$ cat config.mk
export PLATFORM = sky130hd
export DESIGN_NAME = xtea_wk_cfg
export DESIGN_NICKNAME = d
export VERILOG_FILES = /design/src/rtl/core/xtea_wk_pkg.sv /design/src/rtl/core/xtea_wk_cfg.sv
export SDC_FILE = /design/constraint.sdc
export NUM_CORES = 1
export LEC_CHECK = 0
export BUFFER_PORTS_ARGS = -buffer_cell sky130_fd_sc_hd__buf_2
export CAP_MARGIN = 25
export CORE_ASPECT_RATIO = 0.8
export CORE_MARGIN = 8
export CORE_UTILIZATION = 56
export CTS_CLUSTER_DIAMETER = 120
export DETAILED_ROUTE_END_ITERATION = 16
export GPL_TIMING_DRIVEN = 0
export MAX_ROUTING_LAYER = met4
export PLACE_DENSITY = 0.91
export SLEW_MARGIN = 30
export SYNTH_ARGS = -nofsm -noshare
export SYNTH_HDL_FRONTEND = slang
export SYNTH_SLANG_ARGS = --single-unit
$ cat constraint.sdc
create_clock -name clk -period 15.8 [get_ports clk]
set_input_delay 3.16 -clock clk [delete_from_list [all_inputs] [get_ports clk]]
set_output_delay 3.16 -clock clk [all_outputs]
set_load 0.02 [all_outputs]
$ cat src/rtl/core/xtea_wk_pkg.sv
// Shared types, constants and round functions for the wide-key XTEA core.
// Used by xtea_wk_cfg, xtea_wk_stage and xtea_wide_key_block_cipher_top.
`timescale 1ns / 1ps

package xtea_wk_pkg;

  localparam logic [31:0] XWK_DELTA  = 32'h9E37_79B9;
  localparam int          XWK_ADDR_W = 6;
  localparam int          XWK_DATA_W = 64;

  // Register indexes (byte address bits [5:3])
  localparam logic [2:0] XWK_REG_KEY_1_0 = 3'd0;
  localparam logic [2:0] XWK_REG_KEY_3_2 = 3'd1;
  localparam logic [2:0] XWK_REG_KEY_5_4 = 3'd2;
  localparam logic [2:0] XWK_REG_KEY_7_6 = 3'd3;
  localparam logic [2:0] XWK_REG_ROUNDS  = 3'd4;

  localparam logic [7:0] XWK_ROUNDS_RST = 8'd32;

  localparam logic XWK_OP_ENC = 1'b0;
  localparam logic XWK_OP_DEC = 1'b1;

  typedef logic [7:0][31:0] xwk_keys_t;

  // Block state that travels down the pipeline
  typedef struct packed {
    logic        op;
    logic [31:0] v0;
    logic [31:0] v1;
    logic [31:0] sum;
  } xwk_blk_t;

  // Configuration handed from the register file to the datapath
  typedef struct packed {
    xwk_keys_t   keys;
    logic [31:0] dec_sum;
  } xwk_ctrl_t;

  function automatic logic [31:0] xwk_mix(input logic [31:0] x);
    return ((x << 4) ^ (x >> 5)) + x;
  endfunction

  function automatic logic [31:0] xwk_feistel(input logic [31:0] x,
                                              input logic [31:0] s,
                                              input logic [31:0] k);
    return xwk_mix(x) ^ (s + k);
  endfunction

endpackage

$ cat src/rtl/core/xtea_wk_cfg.sv
// APB register file: four 64-bit key registers and the round count.
// Also derives the saturated round count and the decrypt start sum. Uses xtea_wk_pkg.
`timescale 1ns / 1ps

module xtea_wk_cfg #(
  parameter int MAX_ROUNDS = 128,
  parameter int RW         = 8
) (
  input  logic                                  clk,
  input  logic                                  rst_n,
  input  logic                                  psel,
  input  logic                                  penable,
  input  logic                                  pwrite,
  input  logic [xtea_wk_pkg::XWK_ADDR_W-1:0]    paddr,
  input  logic [xtea_wk_pkg::XWK_DATA_W-1:0]    pwdata,
  output logic [xtea_wk_pkg::XWK_DATA_W-1:0]    prdata,
  output logic                                  pready,
  output xtea_wk_pkg::xwk_ctrl_t                ctrl,
  output logic [RW-1:0]                         eff_rounds
);
  import xtea_wk_pkg::*;

  localparam int          RST_EFF = (32 > MAX_ROUNDS) ? MAX_ROUNDS : 32;
  localparam logic [31:0] RST_SUM = 32'(64'(XWK_DELTA) * 64'(RST_EFF));
  localparam logic [7:0]  MAX_N   = 8'(MAX_ROUNDS);

  logic [3:0][63:0] key_r;
  logic [7:0]       rounds_r;
  logic [RW-1:0]    eff_r;
  logic [31:0]      dec_sum_r;
  logic [7:0]       sat_n;
  logic [31:0]      dec_sum_nxt;
  logic [2:0]       idx;
  logic             wr_en;

  assign idx    = paddr[5:3];
  assign wr_en  = psel & penable & pwrite;
  assign pready = 1'b1;

  always_ff @(posedge clk) begin
    if (!rst_n) begin
      key_r    <= '0;
      rounds_r <= XWK_ROUNDS_RST;
    end else if (wr_en) begin
      case (idx)
        XWK_REG_KEY_1_0: key_r[0] <= pwdata;
        XWK_REG_KEY_3_2: key_r[1] <= pwdata;
        XWK_REG_KEY_5_4: key_r[2] <= pwdata;
        XWK_REG_KEY_7_6: key_r[3] <= pwdata;
        XWK_REG_ROUNDS:  rounds_r <= pwdata[7:0];
        default: ;
      endcase
    end
  end

  // Clamp the incoming round count into 1..MAX_ROUNDS
  always_comb begin
    sat_n = pwdata[7:0];
    if (pwdata[7:0] == 8'd0) begin
      sat_n = 8'd1;
    end else if (pwdata[7:0] > MAX_N) begin
      sat_n = MAX_N;
    end
    dec_sum_nxt = XWK_DELTA * {24'd0, sat_n};
  end

  // Capture the effective count and decrypt start sum with the register write
  always_ff @(posedge clk) begin
    if (!rst_n) begin
      eff_r     <= RW'(RST_EFF);
      dec_sum_r <= RST_SUM;
    end else if (wr_en && idx == XWK_REG_ROUNDS) begin
      eff_r     <= RW'(sat_n);
      dec_sum_r <= dec_sum_nxt;
    end
  end

  always_comb begin
    case (idx)
      XWK_REG_KEY_1_0: prdata = key_r[0];
      XWK_REG_KEY_3_2: prdata = key_r[1];
      XWK_REG_KEY_5_4: prdata = key_r[2];
      XWK_REG_KEY_7_6: prdata = key_r[3];
      XWK_REG_ROUNDS:  prdata = {56'd0, rounds_r};
      default:         prdata = '0;
    endcase
  end

  assign ctrl.keys = {key_r[3][63:32], key_r[3][31:0], key_r[2][63:32], key_r[2][31:0],
                      key_r[1][63:32], key_r[1][31:0], key_r[0][63:32], key_r[0][31:0]};
  assign ctrl.dec_sum = dec_sum_r;
  assign eff_rounds   = eff_r;

endmodule

==> results.cfg <==
[cts]
ctsHoldBuffers = 0
numCtsBuffers = 29
post-cts-setup-buffers = 0
clkLatencyLatePin_ns = 0.56
clkSinkCount = 301
clk_path_buf_depth = 3
h-tree-depth = 1
cts_resized = 0
clkTransAtPathRegs_ns = 0.06
cts_tree = yes
clock-root-buffer = clkbuf_16

[hold_path]
holdCritPathClass = flop to flop

[job]
cap_violations = 0

[power_and_ir_drop]
pwr-share-seq = 0.366
leakage_nw = 8.62
switchingPower_w = 0.000691
internal_power_w = 0.00142
pwr-share-clk = 0.354
ir_drop_mv = 0.0873
swShare = 0.328
power_density_nw_per_um2 = 108
power_frac_comb = 0.281

[worst_setup_path]
crit_type = primary input to output pin
critical_path.slowest_cell = nor3b_1
critical_path.cell_chain = buf_2 > nor3b_1 > clkbuf_1 > clkbuf_1 > a22o_1 > a221o_1 > buf_2
cp.arrival_ns = 5.79
worstPathRequired_ns = 12.64
crit_buf_inv = 4
cp-start-kind = primary input
critical-path-max-stage-delay_ns = 0.68
crit_path_max_fanout = 10
critical_path.top_delay_family = buffers and inverters
setup.worst_path.end_class = output pin

[drt]
vias_per_cell = 6.00
first_iter_violations = 1715
wire_per_inst_um = 23.0
drt_wl_total_um = 63100
vias = 16500
ant_nets = 0
drt_pass1_iterations = 6
post-route-drc-count = 0

[global_route]
grt_first_pass_wirelength_um = 94900
grt_overflow_total = 0
grt_max_degree = 16
grtUsageTotal = 0.364
antenna_found_initial = 12
grt_pass1_vias = 16100

[layout]
fin_util = 0.694
area_delta_synth_final_pct = 23.1
drive_gt1_frac = 0.213
final_nets = 2538
fill_cells = 2252

[synthesis]
synth_area_leader_cell = dfxtp_1
ys.flop_type = dfxtp_1
synth_xor_area_frac = 0.0133
synth-seq-cells = 301
yosys.area.top_type_share = 0.382
synth_top_family_by_area = compound AO/OA/AOI/OAI gates
synth_cells = 1881
synth_warnings = 0
synth_edf_count = 0
avgSynthCellArea_um2 = 8.40
synth_compound_area_frac = 0.249
synth-simple-area-share = 0.167
synth.mux.area_fraction = 0.00697
async_flop_share = 0
synthesis.area_um2 = 15800
synth_area_leaders = dfxtp_1, nand2_1, a21boi_0, fa_1, ha_1
synthDistinctLibCells = 51
synth_adder_area_share = 0.124
seq_area_frac_synth = 0.382

[floorplan]
die_w_um = 204
start_util = 0.564
io_pins = 436
core_um2 = 28000
die_area_um2 = 33900
num_rows = 55
die-height_um = 166

[timing]
finalHoldViolations = 0
worst_pin_slew_ns = 0.957
slew_headroom = 0.360
fin_setup_tns_ns = 0
finalCritPeriodShare = 0.567
setup_viol = 0
drv_slew = 0
max_freq_mhz = 112
rsz0062_at_grt = false
skew_ns = 0
finalCriticalPeriod_ns = 8.95

[outcome]
status = completed

[placement]
port_buffers = 430
gp_congestion = 0.984
dp.final_hpwl_um = 49000
## cell usage after synthesis (all sizes together) (2+ instances only)
| cell | instances |
|---|---|
| nand2 | 595 |
| o211ai | 16 |
| nor2b | 8 |
| buf | 30 |
| mux2 | 8 |
| conb | 2 |
| and3 | 4 |
| a221o | 55 |
| fa | 61 |
| nand2b | 5 |
| ha | 59 |
| mux2i | 2 |
| dfxtp | 301 |
| o21ai | 33 |
| clkbuf | 108 |
| nor2 | 26 |
| a31oi | 3 |
| nor3 | 4 |
| xnor2 | 11 |
| a22oi | 18 |
| and2 | 10 |
| a21o | 12 |
| a21oi | 29 |
| o22ai | 8 |
| o21bai | 2 |
| nand3 | 10 |
| a22o | 55 |
| inv | 98 |
| nand4 | 3 |
| a211oi | 4 |
| xor2 | 13 |
| a21boi | 275 |
## worst register-to-register path: stages (launching register included)
cell	delay [ns]
dfxtp_1	0.37
nand2_1	0.09
a21boi_0	0.26
## area by class of cell
class / count / area, um^2 / share of cell area
multi-input combinational: 1345 / 8860 / 0.456
sequential: 301 / 6030 / 0.310
timing repair buffer: 430 / 2150 / 0.111
clock buffer: 35 / 788 / 0.0405
buffer: 138 / 543 / 0.0279
tap: 370 / 463 / 0.0238
inverter: 98 / 368 / 0.0189
clock inverter: 15 / 211 / 0.0109
antenna: 11 / 27.5 / 0.00142
## registers in the layout, indices dropped and copies added (netlist names)
register / count
ctrl: 256
dec_sum_r: 29
eff_rounds: 8
rounds_r: 8
## placed cells by master, fill, tap and decap left out, types with 7 or more instances in the layout
cell type    n
nor2_1      25
nand2_1    595
ha_1        59
buf_2      438
fa_1        61
o21ai_0     28
buf_1       18
clkbuf_1   110
nand3_1     10
a21o_1      12
and2_1      10
xor2_1      13
inv_1       98
o211ai_1    16
a21oi_1     29
a22o_1      55
clkbuf_16   29
xnor2_1     11
a221o_1     55
o22ai_1      8
a22oi_1     18
nor2b_1      8
mux2_2       8
dfxtp_1    301
clkinv_2     7
diode_2     11
a21boi_0   273
## power groups by stage
stage / logic (W) / registers [W] / clock network (W)
detailed placement: 0.000574 / 0.000787 / 0
finish: 0.000592 / 0.000771 / 0.000746
global placement: 0.000576 / 0.000787 / 0
global route: 0.000647 / 0.000771 / 0.000775
CTS: 0.000578 / 0.000770 / 0.000747
floorplan: 0.000395 / 0.000794 / 0
## metal layers
| layer | GRT usage | wire length, um |
|---|---|---|
| met5 | - | 0 |
| met4 | 0.148 | 2750 |
| met3 | 0.0755 | 7210 |
| met2 | 0.547 | 27700 |
| met1 | 0.474 | 25500 |
## path summary, 6_finish.rpt
check                from           end  slack [ns]  depth (start not counted)
min          dec_sum_r[5]  dec_sum_r[5]        0.46                          2
min reg2reg  dec_sum_r[5]  dec_sum_r[5]        0.46                          2
max reg2reg     ctrl[247]     ctrl[247]       14.99                          2
max              paddr[3]    prdata[56]        6.85                          7
## cells by family after synthesis
family,after synthesis
and+or+nand+nor,670
buffers and inverters,236
AOI/OAI and AO/OA,518
DFF,301
xor gates and xnor gates,24
muxes,10
other,2
adders and majority gates,120
## per-stage QoR
stage / instance area (um^2) / power [W] / setup WS (ns) / cells / hold slack (ns)
after detailed placement: 18400 / 0.00136 / 6.97 / 2682 / 0.452
after global placement: 18400 / 0.00136 / 6.97 / 2682 / 0.450
after global routing: 19400 / 0.00219 / 6.75 / 2743 / 0.487
final: 19400 / 0.00211 / 6.85 / 2743 / 0.464
after floorplan: 15800 / 0.00119 / 8.15 / 1882 / 0.442
after CTS: 19400 / 0.00210 / 6.96 / 2732 / 0.468
Power figures use the tool's default switching activity.
